===== src/design/rlcc_pkg.sv =====
// ----------------------------------------------------------------------------
// rlcc_pkg: shared types and constants for the render level cap calibrator
// Verdict codes, state encoding, field widths and the constant multipliers
// used by the bit-serial rate comparators.
// ----------------------------------------------------------------------------
`default_nettype none

package rlcc_pkg;

  localparam int LEVEL_W = 4;
  localparam int COUNT_W = 32;
  localparam int VERD_W  = 3;
  localparam int STREAK_W = 2;

  // serial products are at most 32 + 9 bits; one spare bit flushes the carry
  localparam int SER_BITS = 42;
  localparam int CNT_W    = 6;
  localparam int MUL_W    = 10;

  localparam int IN_TDATA_W  = 168;
  localparam int OUT_TDATA_W = 8;

  typedef enum logic [VERD_W-1:0] {
    VERDICT_TOO_SHORT = 3'd0,
    VERDICT_BAD       = 3'd1,
    VERDICT_CLEAN     = 3'd2,
    VERDICT_RAISED    = 3'd3,
    VERDICT_HELD      = 3'd4
  } verdict_t;

  typedef enum logic [1:0] {
    ST_IDLE,
    ST_RUN,
    ST_FINISH
  } state_t;

  // result of an LSB-first serial compare of a*ma against b*mb
  typedef struct packed {
    logic lt;
    logic eq;
  } cmp_flags_t;

  localparam logic [COUNT_W-1:0] MIN_SECONDS = 32'd60;
  localparam logic [COUNT_W-1:0] MIN_PACED   = 32'd1800;
  localparam logic [LEVEL_W-1:0] LOWEST_CAP  = 4'd2;

  // floor(x*1000/p) >= k  <=>  x*1000 >= k*p, reduced by the common factor
  localparam logic [MUL_W-1:0] LATE_BAD_X   = 10'd100; // late rate >= 30 per mille
  localparam logic [MUL_W-1:0] LATE_BAD_P   = 10'd3;
  localparam logic [MUL_W-1:0] LATE_CLN_X   = 10'd200; // late rate < 5 per mille
  localparam logic [MUL_W-1:0] SKIP_BAD_X   = 10'd50;  // skip rate >= 20 per mille
  localparam logic [MUL_W-1:0] SKIP_CLN_X   = 10'd500; // skip rate < 2 per mille
  localparam logic [MUL_W-1:0] DROP_X       = 10'd60;
  localparam logic [MUL_W-1:0] UNITY        = 10'd1;

endpackage

`default_nettype wire


===== src/design/rlcc_ser_cmp.sv =====
// ----------------------------------------------------------------------------
// rlcc_ser_cmp: bit-serial constant multiply and compare
// Takes two operands LSB first, scales each by a small constant with a
// running carry and compares the two product streams bit by bit.
// ----------------------------------------------------------------------------
`default_nettype none

module rlcc_ser_cmp
  import rlcc_pkg::*;
(
  input  wire logic             clk,
  input  wire logic             clr,
  input  wire logic             step,
  input  wire logic             a_bit,
  input  wire logic             b_bit,
  input  wire logic [MUL_W-1:0] a_mul,
  input  wire logic [MUL_W-1:0] b_mul,
  output cmp_flags_t            flags
);

  logic [MUL_W-1:0] carry_a;
  logic [MUL_W-1:0] carry_b;
  logic [MUL_W:0]   acc_a;
  logic [MUL_W:0]   acc_b;
  logic             pa;
  logic             pb;

  always_comb begin
    acc_a = {1'b0, carry_a} + (a_bit ? {1'b0, a_mul} : '0);
    acc_b = {1'b0, carry_b} + (b_bit ? {1'b0, b_mul} : '0);
    pa    = acc_a[0];
    pb    = acc_b[0];
  end

  always_ff @(posedge clk) begin
    if (clr) begin
      carry_a  <= '0;
      carry_b  <= '0;
      flags.lt <= 1'b0;
      flags.eq <= 1'b1;
    end else if (step) begin
      carry_a <= acc_a[MUL_W:1];
      carry_b <= acc_b[MUL_W:1];
      // a higher differing bit overrides whatever the lower bits decided
      if (pa != pb) begin
        flags.lt <= pb;
      end
      flags.eq <= flags.eq & (pa == pb);
    end
  end

endmodule

`default_nettype wire


===== src/design/render_level_cap_calibrator_top.sv =====
// ----------------------------------------------------------------------------
// render_level_cap_calibrator_top: session grading and level cap tracking
// Grades each session report by late, skip and drop rates with bit-serial
// comparators and updates the level cap and clean-session streak.
// ----------------------------------------------------------------------------
//  channel | dir | beat contents
//  s_axis  | in  | s_tdata: run_level, paced, late, skipped, dropped, seconds, rule
//  m_axis  | out | m_tdata: verdict, level_cap
//
//  A graded report is loaded from the beat, runs 42 serial bit steps
//  through five comparators (product width plus a flush bit) and then
//  commits in the finish state. A too-short report skips the serial run.
//  One report in flight; the next beat is taken while a result waits.
//  rst clears the cap to none and the streak to zero.
//  A stalled result holds the commit stage until the master side takes it.
`default_nettype none

module render_level_cap_calibrator_top
  import rlcc_pkg::*;
(
  input  wire logic                   clk,
  input  wire logic                   rst,
  input  wire logic                   s_tvalid,
  output logic                        s_tready,
  // [3:0] run_level, [35:4] paced_frames, [67:36] late_frames,
  // [99:68] skipped_frames, [131:100] dropped_frames,
  // [163:132] session_seconds, [167:164] rule_level
  input  wire logic [IN_TDATA_W-1:0]  s_tdata,
  output logic                        m_tvalid,
  input  wire logic                   m_tready,
  // [2:0] verdict, [6:3] level_cap, [7] zero
  output logic [OUT_TDATA_W-1:0]      m_tdata
);

  state_t state, state_next;

  logic [LEVEL_W-1:0]  in_level;
  logic [COUNT_W-1:0]  in_paced;
  logic [COUNT_W-1:0]  in_late;
  logic [COUNT_W-1:0]  in_skip;
  logic [COUNT_W-1:0]  in_drops;
  logic [COUNT_W-1:0]  in_secs;
  logic [LEVEL_W-1:0]  in_rule;
  logic                in_short;
  logic                accept;

  logic [COUNT_W-1:0]  paced_sr, late_sr, skip_sr, drops_sr, secs_sr;
  logic [LEVEL_W-1:0]  run_level, rule_level;
  logic                too_short, drops_zero;
  logic [CNT_W-1:0]    bit_cnt;
  logic                last_bit;
  logic                step;
  logic                commit;

  logic [LEVEL_W-1:0]  cap_level, cap_next;
  logic [STREAK_W-1:0] clean_streak, streak_next;
  verdict_t            verdict_next;

  cmp_flags_t late_bad_f, late_cln_f, skip_bad_f, skip_cln_f, drop_f;

  logic                bad, clean, eligible;
  logic [LEVEL_W-1:0]  down;
  logic [STREAK_W-1:0] streak_inc;

  assign in_level = s_tdata[3:0];
  assign in_paced = s_tdata[35:4];
  assign in_late  = s_tdata[67:36];
  assign in_skip  = s_tdata[99:68];
  assign in_drops = s_tdata[131:100];
  assign in_secs  = s_tdata[163:132];
  assign in_rule  = s_tdata[167:164];
  assign in_short = (in_secs < MIN_SECONDS) || (in_paced < MIN_PACED) ||
                    (in_level < LOWEST_CAP);

  assign last_bit = (bit_cnt == CNT_W'(SER_BITS - 1));

  // next state
  always_comb begin
    state_next = state;
    case (state)
      ST_IDLE: begin
        if (s_tvalid) begin
          state_next = in_short ? ST_FINISH : ST_RUN;
        end
      end
      ST_RUN: begin
        if (last_bit) begin
          state_next = ST_FINISH;
        end
      end
      ST_FINISH: begin
        if (!m_tvalid || m_tready) begin
          state_next = ST_IDLE;
        end
      end
      default: state_next = ST_IDLE;
    endcase
  end

  // control outputs; no beat is taken while held in reset
  always_comb begin
    s_tready = 1'b0;
    step     = 1'b0;
    commit   = 1'b0;
    case (state)
      ST_IDLE:   s_tready = !rst;
      ST_RUN:    step     = 1'b1;
      ST_FINISH: commit   = !m_tvalid || m_tready;
      default:   s_tready = 1'b0;
    endcase
  end

  assign accept = s_tvalid && s_tready;

  always_ff @(posedge clk) begin
    if (rst) begin
      state <= ST_IDLE;
    end else begin
      state <= state_next;
    end
  end

  // operand shift lines, zero filled behind the LSB
  always_ff @(posedge clk) begin
    if (accept) begin
      paced_sr   <= in_paced;
      late_sr    <= in_late;
      skip_sr    <= in_skip;
      drops_sr   <= in_drops;
      secs_sr    <= in_secs;
      run_level  <= in_level;
      rule_level <= in_rule;
      too_short  <= in_short;
      drops_zero <= (in_drops == '0);
    end else if (step) begin
      paced_sr <= paced_sr >> 1;
      late_sr  <= late_sr >> 1;
      skip_sr  <= skip_sr >> 1;
      drops_sr <= drops_sr >> 1;
      secs_sr  <= secs_sr >> 1;
    end
  end

  always_ff @(posedge clk) begin
    if (rst) begin
      bit_cnt <= '0;
    end else if (accept) begin
      bit_cnt <= '0;
    end else if (step) begin
      bit_cnt <= bit_cnt + CNT_W'(1);
    end
  end

  rlcc_ser_cmp u_late_bad (
    .clk(clk), .clr(accept), .step(step),
    .a_bit(late_sr[0]), .b_bit(paced_sr[0]),
    .a_mul(LATE_BAD_X), .b_mul(LATE_BAD_P), .flags(late_bad_f)
  );

  rlcc_ser_cmp u_late_cln (
    .clk(clk), .clr(accept), .step(step),
    .a_bit(late_sr[0]), .b_bit(paced_sr[0]),
    .a_mul(LATE_CLN_X), .b_mul(UNITY), .flags(late_cln_f)
  );

  rlcc_ser_cmp u_skip_bad (
    .clk(clk), .clr(accept), .step(step),
    .a_bit(skip_sr[0]), .b_bit(paced_sr[0]),
    .a_mul(SKIP_BAD_X), .b_mul(UNITY), .flags(skip_bad_f)
  );

  rlcc_ser_cmp u_skip_cln (
    .clk(clk), .clr(accept), .step(step),
    .a_bit(skip_sr[0]), .b_bit(paced_sr[0]),
    .a_mul(SKIP_CLN_X), .b_mul(UNITY), .flags(skip_cln_f)
  );

  rlcc_ser_cmp u_drop (
    .clk(clk), .clr(accept), .step(step),
    .a_bit(drops_sr[0]), .b_bit(secs_sr[0]),
    .a_mul(DROP_X), .b_mul(UNITY), .flags(drop_f)
  );

  // grading and cap update, valid in the finish state
  always_comb begin
    bad        = !late_bad_f.lt || !skip_bad_f.lt || (!drop_f.lt && !drop_f.eq);
    clean      = late_cln_f.lt && skip_cln_f.lt && drops_zero;
    eligible   = clean && (cap_level >= LOWEST_CAP) && (run_level >= cap_level) &&
                 (cap_level < rule_level);
    down       = (run_level <= LOWEST_CAP + LEVEL_W'(1)) ? LOWEST_CAP
                                                          : run_level - LEVEL_W'(1);
    streak_inc = clean_streak + STREAK_W'(1);

    cap_next     = cap_level;
    streak_next  = clean_streak;
    verdict_next = VERDICT_TOO_SHORT;
    if (!too_short) begin
      if (bad) begin
        if (cap_level == '0 || down < cap_level) begin
          cap_next = down;
        end
        streak_next  = '0;
        verdict_next = VERDICT_BAD;
      end else if (eligible) begin
        if (streak_inc >= STREAK_W'(2)) begin
          cap_next     = cap_level + LEVEL_W'(1);
          streak_next  = '0;
          verdict_next = VERDICT_RAISED;
        end else begin
          streak_next  = streak_inc;
          verdict_next = VERDICT_CLEAN;
        end
      end else begin
        streak_next  = '0;
        verdict_next = clean ? VERDICT_CLEAN : VERDICT_HELD;
      end
    end
  end

  always_ff @(posedge clk) begin
    if (rst) begin
      cap_level    <= '0;
      clean_streak <= '0;
    end else if (commit) begin
      cap_level    <= cap_next;
      clean_streak <= streak_next;
    end
  end

  always_ff @(posedge clk) begin
    if (rst) begin
      m_tvalid <= 1'b0;
    end else if (commit) begin
      m_tvalid <= 1'b1;
    end else if (m_tready) begin
      m_tvalid <= 1'b0;
    end
  end

  always_ff @(posedge clk) begin
    if (commit) begin
      m_tdata <= {1'b0, cap_next, verdict_next};
    end
  end

`ifndef SYNTHESIS
  // the cap is either none or at least the lowest level
  assert property (@(posedge clk) disable iff (rst) cap_level != LEVEL_W'(1))
    else $error("level cap took the value one");

  // a streak of two always turns into a raise and clears
  assert property (@(posedge clk) disable iff (rst) clean_streak < STREAK_W'(2))
    else $error("clean streak left at two or more");

  // cap and streak move only when a result is committed
  assert property (@(posedge clk) disable iff (rst)
                   !commit |=> $stable(cap_level) && $stable(clean_streak))
    else $error("cap state changed outside commit");

  // a raised verdict means the cap went up by exactly one
  assert property (@(posedge clk) disable iff (rst)
                   commit && verdict_next == VERDICT_RAISED |=>
                   cap_level == $past(cap_level) + LEVEL_W'(1))
    else $error("raise did not step the cap by one");

  // the serial run never overruns its bit count
  assert property (@(posedge clk) disable iff (rst)
                   bit_cnt <= CNT_W'(SER_BITS - 1) || state != ST_RUN)
    else $error("serial bit counter overran");
`endif

endmodule

`default_nettype wire

===== config.mk =====
export PLATFORM = sky130hd
export DESIGN_NAME = render_level_cap_calibrator_top
export DESIGN_NICKNAME = d
export VERILOG_FILES = /design/src/design/rlcc_pkg.sv /design/src/design/rlcc_ser_cmp.sv /design/src/design/render_level_cap_calibrator_top.sv
export SDC_FILE = /design/constraint.sdc
export NUM_CORES = 1
export LEC_CHECK = 0
export BUFFER_PORTS_ARGS = -buffer_cell sky130_fd_sc_hd__buf_2
export CORE_ASPECT_RATIO = 1.2
export CORE_MARGIN = 2
export CORE_UTILIZATION = 40
export DETAILED_ROUTE_END_ITERATION = 7
export GPL_TIMING_DRIVEN = 0
export SLEW_MARGIN = 20
export SYNTH_ARGS = -nofsm -noshare
export SYNTH_HDL_FRONTEND = slang
export SYNTH_SLANG_ARGS = --single-unit

===== constraint.sdc =====
create_clock -name clk -period 3.6 [get_ports clk]
set_input_delay 0.18 -clock clk [delete_from_list [all_inputs] [get_ports clk]]
set_output_delay 0.18 -clock clk [all_outputs]
set_load 0.05 [all_outputs]

==> After elaboration in Yosys (flattened, before gate mapping) <==
Index checks and enable logic that the tools add are counted.
{ "op_classes": {"add_sub_neg": 14, "n_mul": 0, "n_reduce_logical": 33, "n_mux": 41, "n_shift": 0, "div": 0, "n_bitwise": 2, "n_eq_ne": 12, "magnitude_cmp": 9} }
{ "op_table": {"columns": ["operator", "count"], "rows": [
  ["32-bit 2-to-1 mux", 10],
  ["10-bit by 11-bit adder with 11-bit output", 8],
  ["32-bit logical NOT", 1],
  ["32-bit by 11-bit < comparator with 1-bit output (second input constant)", 1],
  ["32-bit by 6-bit < comparator with 1-bit output (second input constant)", 1],
  ["4-bit 2-to-1 mux", 6],
  ["10-bit by 1-bit adder with 11-bit output", 2],
  ["2-bit 2-to-1 mux", 8],
  ["6-bit 2-to-1 mux", 2],
  ["2-bit AND reduction", 6],
  ["1-bit 2-to-1 mux", 9],
  ["9-bit 2-to-1 mux", 1],
  ["4-bit < comparator", 2],
  ["8-bit 2-to-1 mux", 1],
  ["1-bit logical AND", 7],
  ["7-bit 2-to-1 mux", 1],
  ["6-bit by 1-bit adder with 6-bit output (second input constant)", 1],
  ["6-bit equality test (second input constant)", 1],
  ["1-bit logical NOT", 6],
  ["1-bit logical OR", 6],
  ["3-bit 2-to-1 mux", 2],
  ["2-bit != test (second input constant)", 3],
  ["2-bit case mux with 3 select lines", 1],
  ["1-bit != test", 5],
  ["other kinds (18)", 20]
]} }
{ "word_totals": {"ff_bits": 298, "out_inout_bits": 10, "in_bits": 172, "ramBits": 0, "wordCells": 144, "rom_bits": 0, "latch_bits": 0, "mem_count": 0} }

==> Logic depth before layout (Yosys ltp) <==
Gate-level depths: netlist (run 1).
{ "depth": {"depth_word": 8, "mapped_depth": 12, "depth_no_buf": 12} }

==> Cells and area by module <==
From an unflattened synthesis (run 1), not the netlist that was laid out.
{ "hier_totals": {"cells_unflattened": 1663, "area_unflattened_um2": 17688.2} }
{ "by_module_without_submodules": {"columns": ["mod", "area_each_um2", "seq_area_each_um2", "cells_each", "instances"], "rows": [
  ["render_level_cap_calibrator_top", 8886.0, 5615.4, 583, 1],
  ["rlcc_ser_cmp", 1760.4, 440.4, 216, 5]
]} }

==> Least setup slack after synthesis (run 1) <==
OpenSTA, ideal clock, no wires.
{ "synth_timing": {"path_kind": "reg-to-reg", "start": "register state[0]", "end": "register u_skip_bad.carry_b[4]", "synth_period_minus_slack_ps": 4143, "t_arrival_ps": 4026, "slack_ps": -543, "n_path_buf": 0, "setup_ps": 117, "path_stages_with_launch": 8, "path_cell_list": "dfxtp_1 nor3_2 nand2_1 inv_2 nor2_1 inv_2 o41ai_1 a32o_1"} }
{ "synth_via": {"elab_chain_cells": 3, "word_cells_on_any_way": 5} }
{ "synth_rtl": {"columns": ["element", "line", "source"], "rows": [
  ["start: declaration", "render_level_cap_calibrator_top.sv:35", "state_t state, state_next;"],
  ["start signal: assignment", "render_level_cap_calibrator_top.sv:119", "state <= state_next;"],
  ["2-bit logical NOT", "render_level_cap_calibrator_top.sv:105", "case (state)"],
  ["1-bit 2-to-1 mux", "render_level_cap_calibrator_top.sv:105", null],
  ["via s_tready", "render_level_cap_calibrator_top.sv:24", "output logic s_tready,"],
  ["1-bit logical AND", "render_level_cap_calibrator_top.sv:113", "assign accept = s_tvalid && s_tready;"],
  ["end signal: assignment", "rlcc_ser_cmp.sv:43", "carry_b <= acc_b[MUL_W:1];"],
  ["end: declaration", "rlcc_ser_cmp.sv:22", "logic [MUL_W-1:0] carry_b;"]
]} }
The timed path passes the listed nets, and every way through them passes these cells.
A chain may end at the register's enable or synchronous reset.

==> Worst setup path in the final report (run 1) <==
{ "layout_timing": {"start": "register state[1]", "end": "register u_late_bad.carry_b[6]"} }
{ "layout_via": {"elab_chain_cells": 3, "word_cells_on_any_way": 5} }
{ "layout_rtl": {"columns": ["element", "line"], "rows": [
  ["2-bit logical NOT", "render_level_cap_calibrator_top.sv:105"],
  ["1-bit 2-to-1 mux", "render_level_cap_calibrator_top.sv:105"],
  ["1-bit logical AND", "render_level_cap_calibrator_top.sv:113"],
  ["end signal: assignment", "rlcc_ser_cmp.sv:43"],
  ["end: declaration", "rlcc_ser_cmp.sv:22"]
]} }
Parallel ways exist; a longest one is shown, timed or not.

==> flow_summary.ini, run 1 <==
[clocking]
htreeDepth = 1
cts_made_buffers = 30
clockBufferDepth = 3
cts-root-buf = clkbuf_16
clk_pin_slew_worst_paths_ns = 0.06
insertion_delay_ns = 0.57
cts_sinks = 298
post_cts_buffers = 0
cts_tree = built

[timing]
max_freq_mhz = 293
slew_violations = 0
setup_viol = 0
finalHoldViolCount = 0
clock_skew_ns = 0.0116
rsz0062_at_grt = no
finalCritPeriodShare = 0.948
period_needed_ns = 3.41
maxSlewHeadroom = 0.454
worstMarginPinSlew_ns = 0.817

[yosys]
syn_inst = 1518
syn_area_mm2 = 0.0140
synth_top_area_share = 0.381
synth_area_leader_cell = edfxtp_1
synth_seq_cells = 298
yosys.cell_types.count = 63
syn_nets = 1742
avgSynthCellArea_um2 = 9.20
ys_async_sr_fraction = 0
synth_edf_count = 177
synth_ff_type = edfxtp_1
ys_top_cells_by_area = edfxtp_1, dfxtp_1, nand2_1, ha_1, nand3_1
yosysSeqAreaShare = 0.554
yosysWarnings = 0

[critical_path]
regToRegStartpoint = state[1]$_SDFFE_PP0P_
critical-path-top-delay-family = simple AND/OR/NAND/NOR gates
arrival_ns = 3.87
r2r-end = u_late_bad.carry_b[6]$_SDFFE_PP0P_
r2r_cells = 8
reg2reg_slack_ns = 0.19
start_kind = flop
critPathMaxStageDelay_ns = 0.59
endpoint_kind = flop
path_buf_inv = 3
required_ns = 4.06
critPathSlowestCell = nor3_4
cp_cell_sequence = nor3_4 > nand2_1 > inv_2 > nor2_1 > inv_8 > buf_16 > o41ai_1 > a32o_1
criticalPathCategory = flop to flop
cp_max_fo = 100

[hold_path]
hp-class = primary input to flop
holdPathEnd = cap_level[3]$_SDFFE_PP0P_
worstHoldPathCells = 3
hold_start = rst

[finish]
final_layout_size_suffix_gt1_frac = 0.136
nNetsFinal = 2123
num_antenna_cells = 0
final_common_cell = nand2_1
final_cell_mix = nand2_1, buf_2, edfxtp_1
area_delta_synth_final_pct = 29.8
fin_cells = 2379
final_area_mm2 = 0.0181

[grt]
grt_pass1_wl_um = 61700
grt.total_usage = 0.208
grt_max_degree = 101
grt_pass1_vias = 12200
grt_antenna_before_repair = 0
grt_overflow = 0

[route]
drt_drc_violations_left = 0
viasPerCell = 5.15
dr.pass1.iters = 5
wirelength_um = 38100
initialDrtViolationCount = 923
vias = 12200
drt-wirelength-per-cell_um = 16.0
ant_nets = 0

[floorplan]
ios = 182
die_height_um = 209
num_rows = 74
die_w_um = 175
start_util = 0.408
die-area_mm2 = 0.0364
core_mm2 = 0.0343

[pwr]
p_sw_frac = 0.289
powerDensity_mw_per_mm2 = 527
power.share.sequential = 0.475
p_sw_w = 0.00275
internal_power_w = 0.00679
vdd_ir_drop_max_v = 0.000374
clockPowerShare = 0.324
pwr-share-comb = 0.202
leakage_nw = 7.55

[placed_design]
io_buffers = 180
dp.cells = 2155
dp_hpwl_um = 24600
gp_congestion = 0.855
place_area_mm2 = 0.0155

[run_status]
status = complete, no violations

[run]
drv_cap = 0
[worst register-to-register path, delay by kind of cell (launching register included)]
| kind | cells | cell delay, ns |
|---|---|---|
| AOI/OAI and AO/OA | 2 | 0.53 |
| buffers and inverters | 3 | 1.07 |
| DFF | 1 | 0.40 |
| and+or+nand+nor | 3 | 1.30 |
[area by class of cell]
class,count,area (um^2)
clock buffers,44,875
flip-flops and latches,298,7740
inverters,35,139
plain buffers,73,304
repair buffers,349,2610
clock inverters,12,92.6
fillers,3120,16100
multi-input cells,1112,5800
well taps,456,571
[logic make-up (layout without fill, tap and decap cells)]
family | Yosys count | count (layout) | synth area share
compound gates | 227 | 227 | 0.0996
fa+ha+maj | 52 | 52 | 0.0477
simple gates | 786 | 786 | 0.238
xor+xnor | 40 | 40 | 0.0251
mux | 6 | 6 | 0.00457
other cells | 1 | 1 | 0.000269
flops | 298 | 298 | 0.554
buf+inv | 108 | 513 | 0.0311
[sequential cells by signal, indices dropped and copies added, names as in the netlist, 32 cells and up]
| name | flops |
|---|---|
| drops_sr | 32 |
| late_sr | 32 |
| paced_sr | 32 |
| secs_sr | 32 |
| skip_sr | 32 |
[power by group through the flow]
stage          Combinational [W]  Clock (W)  Sequential (W)
6_report                 0.00192    0.00309         0.00453
5_1_grt                  0.00218    0.00327         0.00459
4_1_cts                  0.00192    0.00316         0.00453
3_5_place_dp             0.00177          0         0.00459
3_3_place_gp             0.00172          0         0.00459
2_1_floorplan            0.00123          0         0.00454
[worst max-delay path by stage]
| stage | endpoint | cells after the start | startpoint | slack [ns] |
|---|---|---|---|---|
| floorplan | u_skip_bad.carry_b[4]$_SDFFE_PP0P_ | 7 | state[0]$_SDFFE_PP0P_ | 0.22 |
| global route | u_late_bad.carry_b[6]$_SDFFE_PP0P_ | 8 | state[0]$_SDFFE_PP0P_ | 0.002 |
| global placement | u_late_bad.carry_b[6]$_SDFFE_PP0P_ | 7 | state[0]$_SDFFE_PP0P_ | -0.75 |
| detailed placement | u_late_bad.carry_b[6]$_SDFFE_PP0P_ | 8 | state[0]$_SDFFE_PP0P_ | -0.02 |
| finish | u_late_bad.carry_b[6]$_SDFFE_PP0P_ | 8 | state[1]$_SDFFE_PP0P_ | 0.19 |
| CTS | u_late_bad.carry_b[6]$_SDFFE_PP0P_ | 8 | state[1]$_SDFFE_PP0P_ | 0.27 |
[synth_stat cells, drive strengths merged, types with 4 or more instances]
library cell and number:
xor2 9, dfxtp 121, a21o 5, nor2b 5, a21oi 41, nor2 49, nand4 18, inv 35
nand2 562, or2 4, clkbuf 51, buf 22, nand3 73, o211ai 10, a31o 4, nor4 25
o21ai 112, and3 17, edfxtp 177, o21a 5, a32o 7, nand2b 6, ha 50, nor3 15
a22oi 6, xnor2 31, a211oi 7
[layer usage]
layer	GRT usage	routed length, um	vias up
met5	0	0	-
met4	0.0707	1140	0
met3	0.0282	1830	81
met2	0.364	18800	339
met1	0.264	16300	5794
li1	-	-	6033
[per-stage QoR]
step	hold slack, ns	setup TNS, ns	setup WS (ns)	total power (W)	util
3_5_place_dp	0.360	-0.0243	-0.0243	0.00636	0.452
2_1_floorplan	0.279	0	0.223	0.00577	-
4_1_cts	0.0171	0	0.270	0.00961	0.529
5_1_grt	0.0522	0	0.00184	0.0100	0.529
3_3_place_gp	0.363	-88.82	-0.753	0.00631	0.451
6_report	0.0497	0	0.189	0.00955	0.529
[timing repair]
item	4_1_cts	5_1_grt
resized for setup	1	0
hold endpoints to repair	168	0
hold buffers	168	0
endpoints found under the setup margin	2	0
No activity file was read; power rests on OpenSTA's default activity.
==> inputs of run 2 (changes only) <==
- ABC_AREA: unset -> 1
- CORE_UTILIZATION: 40 -> 53
- PLACE_DENSITY: unset -> 0.77
==> run 2 against run 1 <==
  * Global-route usage rose by 6.1 points
  * Worst setup slack improved by 0.89 ns
  * Synthesized area rose by 1.5%
  * Die area fell by 23%
  * Non-clock buffer count fell by 31
==> flow_summary.ini, run 2 <==
[route]
wirelength_um = 38500
drt_drc_violations_left = 0
viasPerCell = 5.42
drt-wirelength-per-cell_um = 16.3
vias = 12800
dr.pass1.iters = 7
ant_nets = 0
initialDrtViolationCount = 817

[timing]
rsz0062_at_grt = no
clock_skew_ns = 0.00701
finalCritPeriodShare = 0.700
setup_viol = 0
worstMarginPinSlew_ns = 0.827
layout_setup_ws_ns = 1.08
max_freq_mhz = 397
slew_violations = 0
setup_tns_ns = 0
period_needed_ns = 2.52
finalHoldViolCount = 0
maxSlewHeadroom = 0.449

[yosys]
yosysMostFrequentCell = nand2_1
synthSimpleGateAreaFrac = 0.232
synth_top_family_by_area = simple AND/OR/NAND/NOR gates
avgSynthCellArea_um2 = 8.57
synth_top_area_share = 0.375
synth_seq_cells = 298
yosysSeqAreaShare = 0.546
synth_edf_count = 177
synth_mux_area_frac = 0
yosys-top-cells-count = nand2_1, edfxtp_1, inv_1
yosys.cell_types.count = 46
synth_area_leader_cell = edfxtp_1
synth_compound_area_frac = 0.0931
syn_inst = 1652
synth_ff_type = edfxtp_1
synth-xor-area-share = 0.0111
syn_area_mm2 = 0.0142
yosysWarnings = 0
ys_top_cells_by_area = edfxtp_1, dfxtp_1, nand2_1, inv_1, ha_1
syn_nets = 1876
ys_async_sr_fraction = 0
synthAdderAreaFrac = 0.0470

[finish]
final_layout_size_suffix_gt1_frac = 0.143
nNetsFinal = 2233
area_delta_synth_final_pct = 26.7
final_cell_mix = nand2_1, buf_2, edfxtp_1
final_common_cell = nand2_1

[hold_path]
holdPathEnd = secs_sr[20]$_DFFE_PP_
hold_start = s_tdata[152]
worstHoldPathCells = 3
hp-class = primary input to flop

[critical_path]
endpoint_kind = flop
required_ns = 3.78
r2r_cells = 8
arrival_ns = 2.70
criticalPathCategory = flop to flop
regToRegStartpoint = state[0]$_SDFFE_PP0P_
r2r-end = paced_sr[25]$_DFFE_PP_
start_kind = flop
reg2reg_slack_ns = 1.08
cp_max_fo = 107

[run_status]
status = complete, no violations

[pwr]
vdd_ir_drop_max_v = 0.000481
powerDensity_mw_per_mm2 = 590
p_sw_w = 0.00326
internal_power_w = 0.00733
pwr-share-comb = 0.238
p_sw_frac = 0.308
power.share.sequential = 0.467
clockPowerShare = 0.296
leakage_nw = 8.25

[clocking]
cts_tree = built
htreeDepth = 1
cts_made_buffers = 29
clk_pin_slew_worst_paths_ns = 0.06
insertion_delay_ns = 0.55
clockBufferDepth = 3
cts-root-buf = clkbuf_16
cts_sinks = 298

[placed_design]
gp_congestion = 0.846
io_buffers = 179
dp_hpwl_um = 23300
dp_slack_ns = 1.11

[floorplan]
num_rows = 65
die_w_um = 153
ios = 182
die_height_um = 183
start_util = 0.539
die-area_mm2 = 0.0281
core_mm2 = 0.0263

[run]
drv_cap = 0

[grt]
grt_pass1_wl_um = 61600
grt_antenna_before_repair = 0
grt.total_usage = 0.269
grt_pass1_vias = 13000
grt_overflow = 0
grt_max_degree = 108
run 2: kinds of logic after synthesis:
family                     Yosys count
and+or+nand+nor                    806
DFF                                298
buffers and inverters              241
AOI/OAI and AO/OA                  236
adders and majority gates           52
xor gates and xnor gates            18
other                                1
run 2: stage by stage:
| step | cell area [um^2] | util | hold slack (ns) | cells | total power (W) |
|---|---|---|---|---|---|
| after floorplan | 14200 | - | 0.279 | 1652 | 0.00657 |
| after global placement | 15500 | 0.589 | 0.356 | 2166 | 0.00715 |
| after detailed placement | 15500 | 0.591 | 0.358 | 2167 | 0.00729 |
| after CTS | 17900 | 0.683 | 0.00292 | 2366 | 0.0105 |
| after global routing | 17900 | 0.683 | 0.0217 | 2366 | 0.0111 |
| final | 17900 | 0.683 | 0.0131 | 2367 | 0.0106 |
run 2: timing repair:
item | 4_1_cts | 5_1_grt
endpoints found under the hold margin | 153 | 0
buffers inserted | 0 | 0
hold buffers | 146 | 0
gates resized for setup | 0 | 0
run 2: final cells by class:
cell class              count  area, um^2
well taps                 335         419
flip-flops and latches    298        7740
diodes                      1        2.50
plain buffers              65         338
multi-input cells        1113        5440
fillers                  1872        8330
inverters                 176         661
clock buffers              34         744
clock inverters            19         219
repair buffers            326        2380
run 2: per-layer routing:
metal	vias up	track usage	wire, um
met3	159	0.0388	2590
li1	6159	-	-
met4	0	0.133	1920
met5	-	0	0
met2	610	0.491	19400
met1	5893	0.310	14600
run 2: power groups by stage:
stage,Combinational [W],Clock (W),Sequential (W)
2_1_floorplan,0.00166,0,0.00490
3_3_place_gp,0.00219,0,0.00497
3_5_place_dp,0.00231,0,0.00498
4_1_cts,0.00246,0.00314,0.00492
5_1_grt,0.00284,0.00327,0.00502
6_report,0.00252,0.00313,0.00494
run 2: how the worst max path moves through the flow:
stage          depth (start not counted)                     end                   from  slack (ns)
2_1_floorplan                          7   drops_sr[0]$_DFFE_PP_  state[0]$_SDFFE_PP0P_        0.87
3_3_place_gp                           7   skip_sr[12]$_DFFE_PP_  state[0]$_SDFFE_PP0P_        0.40
3_5_place_dp                           8   skip_sr[12]$_DFFE_PP_  state[0]$_SDFFE_PP0P_        1.11
4_1_cts                                8   skip_sr[12]$_DFFE_PP_  state[0]$_SDFFE_PP0P_        1.09
5_1_grt                                8   skip_sr[11]$_DFFE_PP_  state[0]$_SDFFE_PP0P_        0.94
6_report                               8  paced_sr[25]$_DFFE_PP_  state[0]$_SDFFE_PP0P_        1.08
run 2: critical path: stages (launching register included):
cell,delay [ns]
dfxtp_1,0.33
nor2_2,0.15
inv_2,0.06
nor2_4,0.11
nand2_4,0.12
nand2_1,0.11
buf_2,0.27
buf_8,0.43
buf_16,0.42
==> inputs of run 3 (changes only) <==
- clock period: 3.6 -> 2.3 ns (I/O delays scaled with it)
==> run 3 against run 2 <==
  * Clock power grew 65%
  * Combinational power up 65%
  * Global-route usage grew 1.8 points
  * Sequential power is 57% higher
  * Register-to-register slack got worse by 0.92 ns
  * Critical path depth up 5
  * Critical path type unchanged
==> flow_summary.ini, run 3 (same netlist as run 2, synthesis figures left out) <==
[run_status]
status = complete, no violations

[pwr]
clockPowerShare = 0.302
p_sw_w = 0.00531
powerDensity_mw_per_mm2 = 925
pwr-share-comb = 0.244
leakage_nw = 8.49
vdd_ir_drop_max_v = 0.000750
p_sw_frac = 0.311
internal_power_w = 0.0117
power.share.sequential = 0.455

[finish]
nNetsFinal = 2266
area_delta_synth_final_pct = 30.3
finish.utilization = 0.702
final_common_cell = nand2_1
final_layout_size_suffix_gt1_frac = 0.156
n_fill_cell = 1785
final_cell_mix = nand2_1, buf_2, edfxtp_1

[clocking]
cts_tree = built
insertion_delay_ns = 0.56
cts_made_buffers = 31
htreeDepth = 1
clockBufferDepth = 3
clk_pin_slew_worst_paths_ns = 0.07
cts_sinks = 298
cts-root-buf = clkbuf_16

[floorplan]
die-area_mm2 = 0.0281
num_rows = 65
die_w_um = 153
die_height_um = 183
core_mm2 = 0.0263
start_util = 0.539
ios = 182

[critical_path]
endpoint_kind = flop
start_kind = flop
criticalPathCategory = flop to flop
required_ns = 2.74
arrival_ns = 2.58
cp_max_fo = 3

[timing]
clock_skew_ns = 0.0124
maxSlewHeadroom = 0.456
period_needed_ns = 2.14
layout_setup_ws_ns = 0.158
finalCritPeriodShare = 0.931
finalHoldWorstSlack_ns = 0.0823
finalHoldViolCount = 0
max_freq_mhz = 467
slew_violations = 0
worstMarginPinSlew_ns = 0.816
setup_viol = 0
setup_tns_ns = 0

[route]
wirelength_um = 41400
initialDrtViolationCount = 976
ant_nets = 0
vias = 13200
drt_drc_violations_left = 0
drt-wirelength-per-cell_um = 17.2
viasPerCell = 5.51
dr.pass1.iters = 5

[grt]
grt_antenna_before_repair = 1
grt_max_degree = 55
grt_pass1_wl_um = 65100
grt.total_usage = 0.287
grt_overflow = 0
grt_pass1_vias = 13300

[placed_design]
dp_hpwl_um = 23500
gp_congestion = 0.869
io_buffers = 179
dp_slack_ns = -0.216

[hold_path]
hp-class = primary input to flop

[run]
drv_cap = 0
[run 3: changes by cell type in the layout (fill, tap and decap cells not counted), moves of 3 or more]
cell	previous run	this run
nand3_2	1	6
dlygate4sd3_1	146	170
diode_2	1	4
nand3_1	53	48
clkinv_2	5	2
clkbuf_8	0	8
clkbuf_2	0	3
bufinv_16	5	0
clkbuf_16	29	35
clkinv_1	5	0
buf_4	5	10
[run 3: timing repair]
action / in CTS / in global routing
buffers inserted: 2 / 3
hold endpoints to repair: 182 / 0
cloned: 2 / 0
hold buffers: 170 / 0
resized for setup: 2 / 20
setup endpoints to repair: 108 / 65
pin swaps: 0 / 4
[run 3: layout make-up]
cell class	instances	area (um^2)	area share
Inverter	176	661	0.0358
Clock buffer	54	1030	0.0561
Buffer	65	353	0.0191
Timing Repair Buffer	357	2720	0.148
Tap cell	335	419	0.0227
Multi-Input combinational cell	1113	5490	0.298
Clock inverter	3	18.8	0.00102
Sequential cell	298	7740	0.420
Antenna cell	4	10.0	0.000543
[run 3: stage by stage]
step / cell area (um^2) / total power (W) / cells
after floorplan: 14200 / 0.0103 / 1652
after global placement: 15500 / 0.0112 / 2166
after detailed placement: 15500 / 0.0114 / 2167
after CTS: 18400 / 0.0168 / 2398
after global routing: 18400 / 0.0179 / 2402
final: 18500 / 0.0171 / 2405
[run 3: worst paths after layout]
check / startpoint / end / slack (ns) / cells past startpoint
worst min register to register: u_drop.flags[0]$_SDFFE_PP1P_ / u_drop.flags[0]$_SDFFE_PP1P_ / 0.45 / 2
worst min-delay path: s_tvalid / state[0]$_SDFFE_PP0P_ / 0.08 / 4
worst max register to register: paced_sr[0]$_DFFE_PP_ / u_late_bad.carry_b[7]$_SDFFE_PP0P_ / 0.16 / 13
worst max-delay path: paced_sr[0]$_DFFE_PP_ / u_late_bad.carry_b[7]$_SDFFE_PP0P_ / 0.16 / 13
[run 3: worst max-delay path: stages (launching register included)]
cell and delay [ns]:
edfxtp_1 0.45, ha_2 0.22, inv_1 0.05, fa_2 0.34
inv_2 0.08, nand3_2 0.07, nor2_2 0.14, nand2_1 0.08
nor2_1 0.13, inv_1 0.09, o31ai_2 0.17, inv_1 0.08
nand2_1 0.06, o21ai_0 0.07
[run 3: per-layer routing]
metal / global-route usage / up-vias / wire length, um
li1: - / 6235 / -
met1: 0.334 / 6119 / 15500
met2: 0.510 / 710 / 20700
met3: 0.0404 / 182 / 2900
met4: 0.160 / 0 / 2320
met5: 0 / - / 0
[run 3: power groups by stage]
stage          Sequential [W]  Combinational, W  Clock (W)
2_1_floorplan         0.00766           0.00261          0
3_3_place_gp          0.00776           0.00343          0
3_5_place_dp          0.00779           0.00362          0
4_1_cts               0.00770           0.00397    0.00514
5_1_grt               0.00786           0.00464    0.00537
6_report              0.00775           0.00416    0.00515
